File: config.mk
export PLATFORM = sky130hd
export DESIGN_NAME = chte_ctrl
export DESIGN_NICKNAME = d
export VERILOG_FILES = /design/src/rtl/chte_pkg.sv /design/src/rtl/chte_ctrl.sv
export SDC_FILE = /design/constraint.sdc
export NUM_CORES = 1
export LEC_CHECK = 0
export BUFFER_PORTS_ARGS = -buffer_cell sky130_fd_sc_hd__clkbuf_2
export CAP_MARGIN = 20
export CORE_MARGIN = 2
export CORE_UTILIZATION = 43
export DETAILED_ROUTE_END_ITERATION = 8
export GPL_TIMING_DRIVEN = 0
export PLACE_DENSITY = 0.78
export RECOVER_POWER = 100
export SETUP_SLACK_MARGIN = 0.2
export SLEW_MARGIN = 20
export SYNTH_ARGS = -nofsm -noshare
export SYNTH_HDL_FRONTEND = slang
export SYNTH_SLANG_ARGS = --single-unit
export TNS_END_PERCENT = 30
File: constraint.sdc
create_clock -name aclk -period 1.7 [get_ports aclk]
set_input_delay 0.17 -clock aclk [delete_from_list [all_inputs] [get_ports aclk]]
set_output_delay 0.17 -clock aclk [all_outputs]
set_load 0.02 [all_outputs]
File: src/rtl/chte_pkg.sv
// ----------------------------------------------------------------------------
// chte_pkg
// Shared constants, opcodes and controller/datapath interface structs for the
// chained hash table engine.
// ----------------------------------------------------------------------------
package chte_pkg;

    localparam int POOL_NODES  = 256;
    localparam int NODE_W      = 8;
    localparam int LINK_W      = 9;
    localparam int BKT_W       = 8;
    localparam int CNT_W       = 9;
    localparam int KEY_W       = 32;
    localparam int VAL_W       = 32;
    localparam int SCAN_CHUNK  = 16;

    localparam logic [LINK_W-1:0] NODE_NIL        = 9'd256;
    localparam logic [CNT_W-1:0]  POOL_COUNT      = 9'd256;
    localparam logic [CNT_W-1:0]  FALLBACK_BUCKETS = 9'd7;
    localparam logic [CNT_W-1:0]  MAX_BUCKETS     = 9'd256;
    localparam logic [CNT_W-1:0]  RESET_BUCKETS   = 9'd251;

    localparam logic [2:0] OP_ADD    = 3'd0;
    localparam logic [2:0] OP_REMOVE = 3'd1;
    localparam logic [2:0] OP_GET    = 3'd2;
    localparam logic [2:0] OP_PEEK   = 3'd3;
    localparam logic [2:0] OP_TAKE   = 3'd4;
    localparam logic [2:0] OP_EBEGIN = 3'd5;
    localparam logic [2:0] OP_ENEXT  = 3'd6;
    localparam logic [2:0] OP_EEND   = 3'd7;

    localparam logic [1:0] STAT_OK   = 2'd0;
    localparam logic [1:0] STAT_MISS = 2'd1;
    localparam logic [1:0] STAT_FULL = 2'd2;

    typedef struct packed {
        logic load;
        logic mod_start;
        logic site_from_mod;
        logic site_from_scan;
        logic rd_head;
        logic add_commit;
        logic ptr_from_head;
        logic ptr_from_cursor;
        logic rd_node;
        logic hit_commit;
        logic advance;
        logic miss;
        logic full;
        logic enum_step;
        logic scan_start_zero;
        logic scan_start_next;
        logic scan_step;
        logic cursor_from_head;
        logic cursor_clear;
        logic res_load;
    } cmd_t;

    typedef struct packed {
        logic [2:0] op;
        logic       pool_empty;
        logic       mod_done;
        logic       head_nonempty;
        logic       key_hit;
        logic       link_nil;
        logic       cursor_nil;
        logic       scan_hit;
        logic       scan_none;
    } sts_t;

endpackage

File: src/rtl/chte_ctrl.sv
// ----------------------------------------------------------------------------
// chte_ctrl
// Operation sequencer: dispatches each item and steps the datapath through
// key reduction, bucket scan, chain walk and commit.
// ----------------------------------------------------------------------------
module chte_ctrl (
    input  logic             aclk,
    input  logic             aresetn,
    input  logic             in_valid,
    output logic             in_ready,
    input  logic             out_free,
    input  chte_pkg::sts_t   sts,
    output chte_pkg::cmd_t   cmd
);

    localparam logic [3:0] ST_IDLE = 4'd0;
    localparam logic [3:0] ST_DISP = 4'd1;
    localparam logic [3:0] ST_MOD  = 4'd2;
    localparam logic [3:0] ST_RDH  = 4'd3;
    localparam logic [3:0] ST_HEAD = 4'd4;
    localparam logic [3:0] ST_RDN  = 4'd5;
    localparam logic [3:0] ST_NODE = 4'd6;
    localparam logic [3:0] ST_SCAN = 4'd7;
    localparam logic [3:0] ST_FIN  = 4'd8;

    logic [3:0] state_reg;
    logic [3:0] state_next;
    logic       forced_hit;

    assign in_ready   = (state_reg == ST_IDLE);
    assign forced_hit = (sts.op == chte_pkg::OP_PEEK) || (sts.op == chte_pkg::OP_TAKE);

    always_comb begin
        state_next = state_reg;
        cmd        = '0;
        unique case (state_reg)
            ST_IDLE: begin
                if (in_valid) begin
                    cmd.load   = 1'b1;
                    state_next = ST_DISP;
                end
            end
            ST_DISP: begin
                unique case (sts.op)
                    chte_pkg::OP_ADD: begin
                        if (sts.pool_empty) begin
                            cmd.full   = 1'b1;
                            state_next = ST_FIN;
                        end else begin
                            cmd.mod_start = 1'b1;
                            state_next    = ST_MOD;
                        end
                    end
                    chte_pkg::OP_REMOVE, chte_pkg::OP_GET, chte_pkg::OP_PEEK: begin
                        cmd.mod_start = 1'b1;
                        state_next    = ST_MOD;
                    end
                    chte_pkg::OP_TAKE, chte_pkg::OP_EBEGIN: begin
                        cmd.scan_start_zero = 1'b1;
                        state_next          = ST_SCAN;
                    end
                    chte_pkg::OP_ENEXT: begin
                        if (sts.cursor_nil) begin
                            cmd.miss   = 1'b1;
                            state_next = ST_FIN;
                        end else begin
                            cmd.ptr_from_cursor = 1'b1;
                            state_next          = ST_RDN;
                        end
                    end
                    default: begin
                        cmd.cursor_clear = 1'b1;
                        state_next       = ST_FIN;
                    end
                endcase
            end
            ST_MOD: begin
                if (sts.mod_done) begin
                    cmd.site_from_mod = 1'b1;
                    state_next        = ST_RDH;
                end
            end
            ST_RDH: begin
                cmd.rd_head = 1'b1;
                state_next  = ST_HEAD;
            end
            ST_HEAD: begin
                unique case (sts.op)
                    chte_pkg::OP_ADD: begin
                        cmd.add_commit = 1'b1;
                        state_next     = ST_FIN;
                    end
                    chte_pkg::OP_EBEGIN, chte_pkg::OP_ENEXT: begin
                        cmd.cursor_from_head = 1'b1;
                        state_next           = ST_FIN;
                    end
                    default: begin
                        if (sts.head_nonempty) begin
                            cmd.ptr_from_head = 1'b1;
                            state_next        = ST_RDN;
                        end else begin
                            cmd.miss   = 1'b1;
                            state_next = ST_FIN;
                        end
                    end
                endcase
            end
            ST_RDN: begin
                cmd.rd_node = 1'b1;
                state_next  = ST_NODE;
            end
            ST_NODE: begin
                if (sts.op == chte_pkg::OP_ENEXT) begin
                    cmd.enum_step = 1'b1;
                    if (sts.link_nil) begin
                        cmd.scan_start_next = 1'b1;
                        state_next          = ST_SCAN;
                    end else begin
                        state_next = ST_FIN;
                    end
                end else if (forced_hit || sts.key_hit) begin
                    cmd.hit_commit = 1'b1;
                    state_next     = ST_FIN;
                end else if (sts.link_nil) begin
                    cmd.miss   = 1'b1;
                    state_next = ST_FIN;
                end else begin
                    cmd.advance = 1'b1;
                    state_next  = ST_RDN;
                end
            end
            ST_SCAN: begin
                if (sts.scan_none) begin
                    if (sts.op == chte_pkg::OP_TAKE) begin
                        cmd.miss = 1'b1;
                    end else if (sts.op == chte_pkg::OP_EBEGIN) begin
                        cmd.cursor_clear = 1'b1;
                    end
                    state_next = ST_FIN;
                end else if (sts.scan_hit) begin
                    cmd.site_from_scan = 1'b1;
                    state_next         = ST_RDH;
                end else begin
                    cmd.scan_step = 1'b1;
                end
            end
            ST_FIN: begin
                if (out_free) begin
                    cmd.res_load = 1'b1;
                    state_next   = ST_IDLE;
                end
            end
            default: begin
                state_next = ST_IDLE;
            end
        endcase
    end

    always_ff @(posedge aclk) begin
        if (!aresetn) begin
            state_reg <= ST_IDLE;
        end else begin
            state_reg <= state_next;
        end
    end

endmodule

=== Word level (Yosys, flattened, before mapping) ===
Cells that the tools add are included.

* Mux-type cells: 68
* Reductions and logical operators: 10
* Equality and inequality tests: 18

{| class="wikitable"
|+ Operators by type and width
! cell !! count
|-
| two-way mux 4 bit || 13
|-
| two-way mux 1 bit || 46
|-
| one-hot mux 4 bit (9 select lines) || 1
|-
| equality test 4 x 3 -> 1 bit, second input constant || 4
|-
| one-hot mux 4 bit (4 select lines) || 1
|-
| equality test 3 bit, second input constant || 3
|-
| equality test 4 x 2 -> 1 bit, second input constant || 2
|-
| OR reduction 7 bit || 1
|-
| equality test 3 x 2 -> 1 bit, second input constant || 2
|-
| two-way mux 2 bit || 3
|-
| != test 2 bit, second input constant || 3
|-
| OR reduction 3 bit || 2
|-
| equality test 4 x 1 -> 1 bit, second input constant || 1
|-
| equality test 4 bit, second input constant || 1
|-
| zero test 4 bit || 1
|-
| one-hot mux 1 bit (2 select lines) || 2
|-
| one-hot mux 1 bit (4 select lines) || 1
|-
| AND reduction 4 bit || 1
|-
| OR reduction 2 bit || 2
|-
| equality test 3 x 1 -> 1 bit, second input constant || 1
|-
| zero test 3 bit || 1
|-
| two-way mux 3 bit || 1
|-
| != test 3 bit, second input constant || 1
|-
| logical OR 1 bit || 2
|}

* Register bits: 4
* Input port bits: 15
* Logic and storage cells: 97

=== Depth between registers and ports, before layout ===
* Depth in word-level cells: 6
* Mapped depth: 5

=== Worst setup path before layout ===
No wires, ideal clock.

* Kind: register -> output
* Start point: register state_reg[1]
* End point: output port cmd[19] (netlist name)
* Cell stages (with the launch flop): 4
* Arrival time: 1,658 ps
* Path buffers: 1
* Setup slack: -128 ps
* Data required time: 1,530 ps
* Cell sequence: dfxtp_1 -> clkbuf_1 -> nor4_1 -> and2_1

{| class="wikitable"
|+ RTL lines
! item !! line !! RTL
|-
| from (decl) || chte_ctrl.sv:26 || <nowiki>logic [3:0] state_reg;</nowiki>
|-
| from (signal assigned) || chte_ctrl.sv:163 || <nowiki>state_reg <= state_next;</nowiki>
|-
| to (decl) || chte_ctrl.sv:13 || <nowiki>output chte_pkg::cmd_t cmd</nowiki>
|}

==> reports/results.tsv <==
metric	value	unit
drt drc	0	
total global-route track usage	29.7	%
Clk pwr share	14.0	%
Post-Synth Adder-Cell Area	0	%
Placement Rows	13	
met2 Usage GRT	52.1	%
die width	42.6	um
largest net degree at the start of global routing	11	
top_reg_cell synth	dfxtp_1	
root buf cell	clkbuf_4	
global-route wire length before repair	4.15	mm
drt via density	6.87	
Simple-Gate Fraction of Synth Area	51.7	%
Power Density	721	nW/um2
routability-driven placement congestion ratio	0.868	
DR pass1 iterations	5	
post-synthesis mux area share	3.31	%
Core ar.	1350	um2
initial antenna violation count	0	
count leader, synth	nor2_1	
Slew HR	67.0	%
Sink Count	4	
mapped cell area	642	um2
post-DP HPWL	1.51	mm
ratio of cells with drive above 1 in the final layout	59.9	%
Psw	0.419	mW
Final Cycle Share	107	%
Net count, final	164	
clk_lat worst skew	0.25	ns
Routed Antenna Nets	0	
area grow syn2layout	97.5	%
Hold Crit Depth	2	
DR vias	1113	
n_diodes	0	
peak supply drop	0.528	mV
Slew @ Worst Pin	0.494	ns
Layout Skew	0.0119	ns
synthesized net count	106	
Max clock buf depth	2	
Comb power frac	69.1	%
vias in the first global route	934	
status	finished with violations	
Synth Area in Compound Gates	23.0	%
sequential share of power	16.9	%
Yosys warnings	0	
critical path arrival	1.66	ns
Die Y	42.6	um
CP Launch Type	flip-flop	
register area share after synthesis	12.5	%
Int Power	0.495	mW
HP Class	input port to flip-flop	
H-tree lvl count	1	
initial DRC count	77	
Max Freq	547	MHz
Most Crowded Layer GR	met2	
failing checks	setup timing	
Synth Area in XOR/XNOR	2.73	%
Synth top cells by count	nor2_1 (9), nand2_1 (7), a21oi_1 (6)	
reg2reg path depth	7	
largest cells by area after synthesis	dfxtp_1 (12%), o31a_1 (5.5%), nor2_1 (5.3%)	
CTS tree	done	
CTS clk-pin slew, worst paths	0.04	ns
Die Area	1820	um2
Starting Density	47.5	%
Gate Count Post-Synth	91	
CP Class	flip-flop to primary output	
final hold viol count	0	
Leakage	0.565	nW
synth unique cells	41	
switch share	45.8	%
unrepaired setup endpoints after global routing	true	
grt ovf	0	
max cap viols	0	
Final Worst Setup Slack	-0.127	ns
dominant cell type by area after synthesis	dfxtp_1	
WP data required	1.53	ns
grt met3 use	4.74	%
met1 Use GR	34.7	%
reg2reg setup slack	0.04	ns
Layout Cells excl Fill	162	
Post-synth EDFFs	0	
Mean Syn Cell Area	7.05	um2
asr flop ratio synth	0	%
max reg flops	4	
CTS buffer count	3	
WL per Instance	22.5	um
Fin Setup TNS	-0.422	ns
dpl cells	141	
endpoints failing setup	6	
CP Capture Type	primary output	
synthesized flop and latch total	4	
Synth top area share	12.5	%
port bufs	35	
Max Slew Vio Count	0	
WL final	3.64	mm
largest family of logic cells by synthesized area	simple AND/OR/NAND/NOR gates	
CP max FO	6	
final worst path period need	1.83	ns
io pins	36	
[layer usage]
metal	share of wire [%]	vias to the layer above	routed length [um]
met5	0	-	0
met4	6.8	0	249
met3	13	40	459
met2	46	126	1690
met1	34	490	1250
li1	-	457	-
[cells in the final DEF (no fill, tap or decap), drive strengths merged, types with 2 or more instances in the layout]
cell type and count:
clkbuf 24, and2 2, nor2 9, nor4 2
or4b 2, o211ai 2, nand2b 2, or3 2
nor3b 2, o31a 4, o21ai 5, nand2 7
nor2b 4, dfxtp 4, buf 38, inv 2
nor3 5, nand4b 3, a21oi 6, and3 4
nand3 3
[logic make-up after synthesis]
| kind of cell | Yosys count |
|---|---|
| buffers and inverters | 8 |
| XOR/XNOR | 2 |
| multiplexers | 2 |
| AO/OA/AOI/OAI | 22 |
| AND/OR/NAND/NOR | 53 |
| flip-flops | 4 |
[final timing paths]
kind                             start                   endpoint
max reg2reg  state_reg[2]$_SDFFE_PN0P_  state_reg[2]$_SDFFE_PN0P_
min                            aresetn  state_reg[3]$_SDFFE_PN0P_
min reg2reg  state_reg[3]$_SDFFE_PN0P_  state_reg[0]$_SDFFE_PN0P_
max          state_reg[2]$_SDFFE_PN0P_                    cmd[19]
[power by group through the flow]
stage	Combinational, mW	Clock [mW]	Sequential, mW
5_1_grt	0.647	0.135	0.154
3_5_place_dp	0.338	0	0.138
6_report	0.632	0.128	0.154
3_3_place_gp	0.331	0	0.137
4_1_cts	0.459	0.117	0.147
2_1_floorplan	0.245	0	0.131
[critical path, cell delays in order (launching register included)]
cell     delay [ns]
dfxtp_2        0.32
buf_6          0.14
buf_12         0.13
buf_6          0.11
nor4_2         0.33
and2_1         0.20
buf_2          0.17
[per-stage QoR]
stage / cell area [um2] / total power, mW / utilization (%) / hold slack, ns / setup WS, ns
floorplan: 658 / 0.377 / - / 0.298 / 0.115
CTS: 1080 / 0.723 / 80.3 / 0.194 / 0.00216
detailed placement: 852 / 0.476 / 63.1 / 0.442 / -0.0973
finish: 1270 / 0.914 / 93.9 / 0.178 / -0.127
global placement: 852 / 0.468 / 63.1 / 0.432 / -0.0653
global route: 1270 / 0.936 / 93.9 / 0.174 / -0.122
[final cells by class]
cell class | instances | area [um2]
inverters | 2 | 7.51
fillers | 45 | 82.6
clock buffers | 3 | 22.5
multi-input cells | 79 | 664
flip-flops and latches | 4 | 92.6
well taps | 15 | 18.8
repair buffers | 53 | 400
plain buffers | 6 | 61.3
[repair_timing]
action / CTS / global route
resized for setup: 31 / 50
pin swaps: 5 / 11
endpoints found under the setup margin: 20 / 20
gates cloned: 0 / 0
hold buffers: 0 / 0
setup buffers: 11 / 7
No activity file was read; power rests on OpenSTA's default activity.
